$ cat config.mk
export PLATFORM = sky130hd
export DESIGN_NAME = sect_controller
export DESIGN_NICKNAME = d
export VERILOG_FILES = /design/src/rtl/sect_pkg.sv /design/src/rtl/sect_controller.sv
export SDC_FILE = /design/constraint.sdc
export NUM_CORES = 1
export LEC_CHECK = 0
export ABC_AREA = 1
export BUFFER_PORTS_ARGS = -buffer_cell sky130_fd_sc_hd__buf_2
export CORE_AREA = 4 4 41 43
export CTS_CLUSTER_DIAMETER = 100
export DETAILED_ROUTE_END_ITERATION = 8
export DIE_AREA = 0 0 45 47
export SLEW_MARGIN = 20
export SYNTH_ARGS = -nofsm -noshare
export SYNTH_HDL_FRONTEND = slang
export SYNTH_SLANG_ARGS = --single-unit
$ cat constraint.sdc
create_clock -name clock -period 1.5 [get_ports clock]
set_input_delay 0.3 -clock clock [delete_from_list [all_inputs] [get_ports clock]]
set_output_delay 0.3 -clock clock [all_outputs]
set_load 0.005 [all_outputs]
$ cat src/rtl/sect_pkg.sv
// Package for the sorted event counter table.
// Holds operation and status codes, controller states and the command and status
// structs that join the controller to the datapath. Depends on nothing.
package sect_pkg;

   // Bit width of one stored entry: key, call total and time total.
   localparam int KEY_W   = 32;
   localparam int SUM_W   = 64;
   localparam int ENTRY_W = KEY_W + 2 * SUM_W;

   // Codes of the operation field.
   typedef enum logic [1:0] {
      OP_ADD   = 2'd0,
      OP_READ  = 2'd1,
      OP_CLEAR = 2'd2
   } op_type;

   // Codes of the status field of a result.
   typedef enum logic [2:0] {
      ST_INSERTED   = 3'd0,
      ST_UPDATED    = 3'd1,
      ST_OVERFLOW   = 3'd2,
      ST_READ_OK    = 3'd3,
      ST_READ_EMPTY = 3'd4,
      ST_CLEARED    = 3'd5
   } status_type;

   // Controller states.
   typedef enum logic [3:0] {
      S_IDLE,
      S_DISPATCH,
      S_SEARCH_ISSUE,
      S_SEARCH_WAIT,
      S_CHECK_WAIT,
      S_MISS,
      S_SHIFT_READ,
      S_SHIFT_WRITE,
      S_INSERT,
      S_READ_WAIT,
      S_FINISH
   } state_type;

   // Datapath actions, one per cycle.
   typedef enum logic [4:0] {
      A_NONE,
      A_LOAD,
      A_SEARCH_ISSUE,
      A_SEARCH_STEP,
      A_CHECK_ISSUE,
      A_HIT_WRITE,
      A_SPILL,
      A_SHIFT_START,
      A_SHIFT_READ,
      A_SHIFT_WRITE,
      A_INSERT,
      A_READ_ISSUE,
      A_READ_CAPTURE,
      A_READ_EMPTY,
      A_CLEAR,
      A_IGNORE,
      A_OUT_LOAD
   } action_type;

   typedef struct packed {
      action_type action;
   } cmd_type;

   typedef struct packed {
      op_type op;
      logic   search_more;   // search window still open
      logic   in_range;      // search result lies below the entry count
      logic   key_hit;       // entry read back holds the probe key
      logic   full;          // table holds the maximum number of keys
      logic   lo_at_tail;    // insert position is the end of the table
      logic   shift_last;    // current shift source is the insert position
      logic   sel_in_range;  // read slot lies below the entry count
      logic   out_free;      // output register can take a result this cycle
   } stat_type;

endpackage

$ cat src/rtl/sect_controller.sv
// Controller state machine of the sorted event counter table.
// Sequences search, update, shift, insert, read and clear over the datapath.
// Depends on sect_pkg.
module sect_controller (
   input  logic               clock,
   input  logic               reset,
   input  logic               req_valid,
   output logic               req_ready,
   input  sect_pkg::stat_type stat,
   output sect_pkg::cmd_type  cmd
);

   sect_pkg::state_type state_ff, state_in;

   always_ff @(posedge clock) begin
      if (reset) begin
         state_ff <= sect_pkg::S_IDLE;
      end else begin
         state_ff <= state_in;
      end
   end

   always_comb begin
      state_in   = state_ff;
      cmd.action = sect_pkg::A_NONE;
      req_ready  = 1'b0;

      unique case (state_ff)
         sect_pkg::S_IDLE: begin
            req_ready = 1'b1;
            if (req_valid) begin
               cmd.action = sect_pkg::A_LOAD;
               state_in   = sect_pkg::S_DISPATCH;
            end
         end
         sect_pkg::S_DISPATCH: begin
            case (stat.op)
               sect_pkg::OP_ADD: begin
                  state_in = sect_pkg::S_SEARCH_ISSUE;
               end
               sect_pkg::OP_READ: begin
                  if (stat.sel_in_range) begin
                     cmd.action = sect_pkg::A_READ_ISSUE;
                     state_in   = sect_pkg::S_READ_WAIT;
                  end else begin
                     cmd.action = sect_pkg::A_READ_EMPTY;
                     state_in   = sect_pkg::S_FINISH;
                  end
               end
               sect_pkg::OP_CLEAR: begin
                  cmd.action = sect_pkg::A_CLEAR;
                  state_in   = sect_pkg::S_FINISH;
               end
               default: begin
                  cmd.action = sect_pkg::A_IGNORE;
                  state_in   = sect_pkg::S_FINISH;
               end
            endcase
         end
         sect_pkg::S_SEARCH_ISSUE: begin
            if (stat.search_more) begin
               cmd.action = sect_pkg::A_SEARCH_ISSUE;
               state_in   = sect_pkg::S_SEARCH_WAIT;
            end else if (stat.in_range) begin
               cmd.action = sect_pkg::A_CHECK_ISSUE;
               state_in   = sect_pkg::S_CHECK_WAIT;
            end else begin
               state_in = sect_pkg::S_MISS;
            end
         end
         sect_pkg::S_SEARCH_WAIT: begin
            cmd.action = sect_pkg::A_SEARCH_STEP;
            state_in   = sect_pkg::S_SEARCH_ISSUE;
         end
         sect_pkg::S_CHECK_WAIT: begin
            if (stat.key_hit) begin
               cmd.action = sect_pkg::A_HIT_WRITE;
               state_in   = sect_pkg::S_FINISH;
            end else begin
               state_in = sect_pkg::S_MISS;
            end
         end
         sect_pkg::S_MISS: begin
            if (stat.full) begin
               cmd.action = sect_pkg::A_SPILL;
               state_in   = sect_pkg::S_FINISH;
            end else if (stat.lo_at_tail) begin
               state_in = sect_pkg::S_INSERT;
            end else begin
               cmd.action = sect_pkg::A_SHIFT_START;
               state_in   = sect_pkg::S_SHIFT_READ;
            end
         end
         sect_pkg::S_SHIFT_READ: begin
            cmd.action = sect_pkg::A_SHIFT_READ;
            state_in   = sect_pkg::S_SHIFT_WRITE;
         end
         sect_pkg::S_SHIFT_WRITE: begin
            cmd.action = sect_pkg::A_SHIFT_WRITE;
            state_in   = stat.shift_last ? sect_pkg::S_INSERT : sect_pkg::S_SHIFT_READ;
         end
         sect_pkg::S_INSERT: begin
            cmd.action = sect_pkg::A_INSERT;
            state_in   = sect_pkg::S_FINISH;
         end
         sect_pkg::S_READ_WAIT: begin
            cmd.action = sect_pkg::A_READ_CAPTURE;
            state_in   = sect_pkg::S_FINISH;
         end
         sect_pkg::S_FINISH: begin
            if (stat.out_free) begin
               cmd.action = sect_pkg::A_OUT_LOAD;
               state_in   = sect_pkg::S_IDLE;
            end
         end
         default: begin
            state_in = sect_pkg::S_IDLE;
         end
      endcase
   end

endmodule

=== Word level (Yosys, flattened, before mapping) ===
Cells that the tools add are included.

* Flip-flop bits (word level): 4
* Logic and storage cells: 41
* Input bits: 13
* Output and inout port bits: 6

* Equality and inequality tests: 14
* Reduce and logical (&&, ||, !) cells: 4
* Multiplexer cells: 22

{| class="wikitable"
|+ Operators with widths
! cell !! number
|-
| $pmux W5 S11 || 1
|-
| $pmux W4 S10 || 1
|-
| $mux W4 || 6
|-
| $mux W3 || 7
|-
| $eq A4 B3 Y1 const B || 4
|-
| $eq A4 B4 Y1 const B || 3
|-
| $pmux W4 S3 || 1
|-
| $eq A4 B2 Y1 const B || 2
|-
| $pmux W4 S2 || 1
|-
| $mux W5 || 1
|-
| $eq A4 B1 Y1 const B || 1
|-
| $logic_not A4 Y1 || 1
|-
| $ne A2 B2 Y1 const B || 2
|-
| $mux W1 || 3
|-
| $eq A2 B1 Y1 const B || 1
|-
| $eq A2 B2 Y1 const B || 1
|-
| $logic_not A2 Y1 || 1
|-
| $mux W2 || 1
|-
| $reduce_and A2 Y1 || 1
|-
| $reduce_or A2 Y1 || 1
|}

=== Longest topological paths before layout ===
* Depth after elaboration: 3
* Gate-level depth with buffers: 9
* Depth with buffers taken out: 9

=== Least setup slack after synthesis ===
No wires, ideal clock.

* Path kind: reg-to-output
* Start: register state_ff[3]
* End: output cmd[0] (netlist bit)
* Arrival time: 937 ps
* Setup slack: 263 ps
* Required time: 1200 ps
* Buffers on the path: 0
* Cell stages (with the launch flop): 8
* Path through: dfxtp_1 nor2_2 nand2_1 inv_1 nand2_1 nand2_1 nor2_1 o211ai_1

{| class="wikitable"
|+ RTL lines
! element !! RTL line !! RTL
|-
| start, declared || sect_controller.sv:13 || <nowiki>sect_pkg::state_type state_ff, state_in;</nowiki>
|-
| start signal, assigned || sect_controller.sv:17 || <nowiki>state_ff <= sect_pkg::S_IDLE;</nowiki>
|-
| start signal, assigned || sect_controller.sv:19 || <nowiki>state_ff <= state_in;</nowiki>
|-
| end, declared || sect_controller.sv:10 || <nowiki>output sect_pkg::cmd_type cmd</nowiki>
|}

==> impl_summary.log <==
[metrics] syn nets: between 100 and 150
[metrics] number of inserted diodes: 0
[metrics] net switching power: about 0.64 mW
[metrics] level count of the clock H-tree: 1
[metrics] total grt overflow: 0
[metrics] fraction of power spent switching nets: about half
[metrics] Die Height: between 40 and 50 um
[metrics] Synth Area in Compound Gates: 7.98%
[metrics] power density of the placed cells: roughly 1700 mW/mm^2
[metrics] area of the placeable core: between 0.001 and 0.0015 mm^2
[metrics] worst-case setup margin in the final layout: -133 ps
[metrics] path type of the worst setup path: reg2out
[metrics] biggest regs: state_ff (4)
[metrics] DIE AREA: between 0.002 and 0.0025 mm^2
[metrics] most frequent CP cell: nand2_2
[metrics] simple-gate share of the synthesized area: 62.6%
[metrics] Worst Path Required: between 1000 and 1500 ps
[metrics] number of max-slew violations in the final report: 0
[metrics] total track usage: 16.6%
[metrics] Syn Inst Count: just under 100
[metrics] TritonCTS clock tree: done
[metrics] Worst Clk Skew: between 2 and 3 ps
[metrics] sort of element at the end of the critical path: output pin
[metrics] pin count of the biggest net entering global routing: 8
[metrics] hold bufs inserted after CTS: 0
[metrics] largest voltage drop on the vdd net: between 0.8 and 0.9 mV
[metrics] share of synthesized area occupied by flip-flops and latches: between 15 and 20%
[metrics] largest delay contributor family on the critical path: simple AND/OR/NAND/NOR gates
[metrics] Achievable Freq: 0.612 GHz
[metrics] routed wire length: between 1.5 and 2 mm
[metrics] routability congestion estimate: 0.781
[metrics] Final Cycle Share: 109%
[metrics] largest stage delay on the critical path: 360 ps
[metrics] Buf+Inv Stages, Crit Path: 2
[metrics] xor-xnor portion of the synthesized cell area: 0%
[metrics] first-pass iteration count of the detailed router: 4
[metrics] Static Leakage: 0.449 nW
[metrics] Worst setup SP type: flop
[metrics] post-detailed-placement half-perimeter wirelength: 1.19 mm
[metrics] Placed Cells: 132
[metrics] horizontal extent of the die: 45 um
[metrics] worst endpoint data arrival time: roughly 1300 ps
[metrics] number of antenna violations at the first check in global routing: 0
[metrics] Critical Path, Cell by Cell: nor2_4 -> nand2_2 -> inv_2 -> nand2_2 -> nand2_1 -> nor2_2 -> o211ai_1 -> buf_2
[metrics] R2R setup slack: 230 ps
[metrics] total of max-cap violations: 0
[metrics] slowest CP cell: dfxtp_4
[metrics] violation count after the first detailed-route iteration: 14
[metrics] port bufs: 18
[metrics] Final Hold Vio Count: 0
[metrics] class of the most critical hold timing path: in2reg
[metrics] post-synthesis cell type count: 15
[metrics] number of remaining DRC errors: 0
[metrics] final-report setup violation count: 4
[metrics] time the final worst path needs with I/O delays and setup: approximately 1600 ps
[metrics] outcome: complete, but fails checks
[metrics] average cell area after synthesis: about 5.1 um^2
[metrics] Inserted Clock Buffers: 3
[metrics] failing checks: setup timing
[metrics] instance area after placement: just over 600 um^2
[metrics] number of global-route vias before repair: roughly 630
[metrics] maximum fanout count along the critical path: 6
[metrics] post-DR vias/cell: 5.06
[metrics] Antenna Violating Nets Remaining: 0
[metrics] Biggest register: state_ff
[metrics] layout overhead on the synthesized area: 55.4%
[metrics] maximum buffer depth of the clock tree: 2
[metrics] multiplexer share of the synthesized area: 0%
[metrics] number of rows created at floorplan: 13
[metrics] layout cells sized above 1: between 40% and 50%
[metrics] worst slew pin tran: roughly 220 ps
[metrics] final routed wire length divided by cell count: 11.3 um
[metrics] clock root buffer: clkbuf_4
[metrics] Slew HR: a little under nine tenths
[metrics] non-filler cells, final: about 150
[metrics] FF+latch count, synth: 4
[metrics] Post-Layout Inst Area: approximately 800 um^2
[metrics] worst-skew pair later-pin latency: 240 ps
[metrics] setup repair after global routing missed its margin: true
[metrics] initial cell density of the core: 38.6%
[metrics] part of the total power dissipated in sequential elements: between 10% and 20%
[metrics] proportion of power drawn by the clock network: 10.3%
[metrics] first-pass GRT wire length: ~2.5 mm
[metrics] cell internal power dissipation: about 0.69 mW
[metrics] adder-cell share of the synthesized area: 0%
[metrics] clock-pin transition on the worst setup and hold timing paths: roughly 40 ps
[metrics] Yosys warnings: 0
[metrics] net count reported at finish: 145
[metrics] largest family of logic cells by synthesized area: simple AND/OR/NAND/NOR gates
[metrics] CTS sink count: 4
[metrics] Boundary Pins: 19
[metrics] via count: 733
[metrics] max reg flops: 4
[metrics] Post-Synthesis Cell Area: between 500 and 600 um^2
[metrics] fill cell instance count of the final layout: between 100 and 150
[metrics] power share of the combinational group: between 70 and 80%
==> logic make-up (layout without fill, tap and decap cells) <==
kind of cell,count (synthesis),after routing
buffers and inverters,18,50
AO/OA/AOI/OAI,7,7
AND/OR/NAND/NOR,69,69
flip-flops,4,4
==> final cells by class <==
| type | count | area, um^2 | area share, % |
|---|---|---|---|
| multi-input combinational | 76 | 403 | 51.7 |
| timing repair buffer | 29 | 173 | 22.2 |
| sequential | 4 | 92.6 | 11.9 |
| inverter | 18 | 70.1 | 8.99 |
| clock buffer | 3 | 22.5 | 2.89 |
| tap | 15 | 18.8 | 2.41 |
==> cells in the mapped netlist <==
cell type,number,area (um^2)
o211ai_1,2,15.0
nor2_4,2,22.5
o21ai_0,2,10.0
nor2_2,4,25.0
inv_1,17,63.8
nand4_1,2,12.5
nor4_1,1,6.26
nand3_1,13,65.1
nor2_1,14,52.6
nand2_2,1,6.26
inv_2,1,3.75
dfxtp_1,4,80.1
nor3_1,3,15.0
nand2_1,29,109
a21oi_1,3,15.0
==> worst reg2reg max path, stage by stage, from the launching register on <==
cell and delay (ps):
dfxtp_4 350, inv_2 70, nor2_4 60, buf_4 130
buf_4 120, nand3_1 80, nand2_1 50, nor2_1 100
nand3_1 100, nand2_1 70, inv_1 30
==> repair_timing <==
item | in CTS | in global routing
buffers inserted | 7 | 3
gates resized for setup | 17 | 7
pin swaps | 5 | 7
setup endpoints to repair | 4 | 5
==> stage by stage <==
step	util [%]	worst slack [ps]	setup TNS [ps]	power, mW	hold WS, ps
2_1_floorplan	-	263	0	0.695	372
3_3_place_gp	47.5	45.2	0	0.922	491
3_5_place_dp	47.5	41.0	0	0.916	491
5_1_grt	59.9	-203	-750	1.47	243
6_report	59.9	-133	-388	1.34	230
4_1_cts	56.7	-108	-358	1.22	223
==> worst paths after layout <==
check                 to   startpoint  depth (start not counted)
max               cmd[0]  state_ff[3]                          8
min          state_ff[2]        reset                          2
max reg2reg  state_ff[1]  state_ff[0]                         10
min reg2reg  state_ff[2]  state_ff[0]                          5
==> layer usage <==
| metal | up-vias | share of wire [%] | global-route usage, % |
|---|---|---|---|
| met5 | - | 0 | 0 |
| met4 | 0 | 2.8 | 12.3 |
| met3 | 5 | 5.6 | 1.92 |
| met2 | 31 | 48 | 26.6 |
| met1 | 321 | 43 | 20.6 |
| li1 | 376 | - | - |
==> cell usage in the layout, fill, tap and decap left out, drive strengths merged, types with 2 or more instances in the layout <==
cell type | synthesis | routed
dfxtp | 4 | 4
o21ai | 2 | 2
inv | 18 | 18
nor2 | 20 | 20
nand3 | 13 | 13
buf | 0 | 29
nand4 | 2 | 2
nor3 | 3 | 3
clkbuf | 0 | 3
nand2 | 30 | 30
o211ai | 2 | 2
a21oi | 3 | 3
==> power by group through the flow <==
stage / clock [mW] / sequential, mW / combinational, mW
2_1_floorplan: 0 / 0.194 / 0.500
3_3_place_gp: 0 / 0.199 / 0.723
4_1_cts: 0.146 / 0.215 / 0.862
5_1_grt: 0.155 / 0.239 / 1.07
3_5_place_dp: 0 / 0.199 / 0.717
6_report: 0.138 / 0.226 / 0.973
Power figures use the tool's default switching activity.
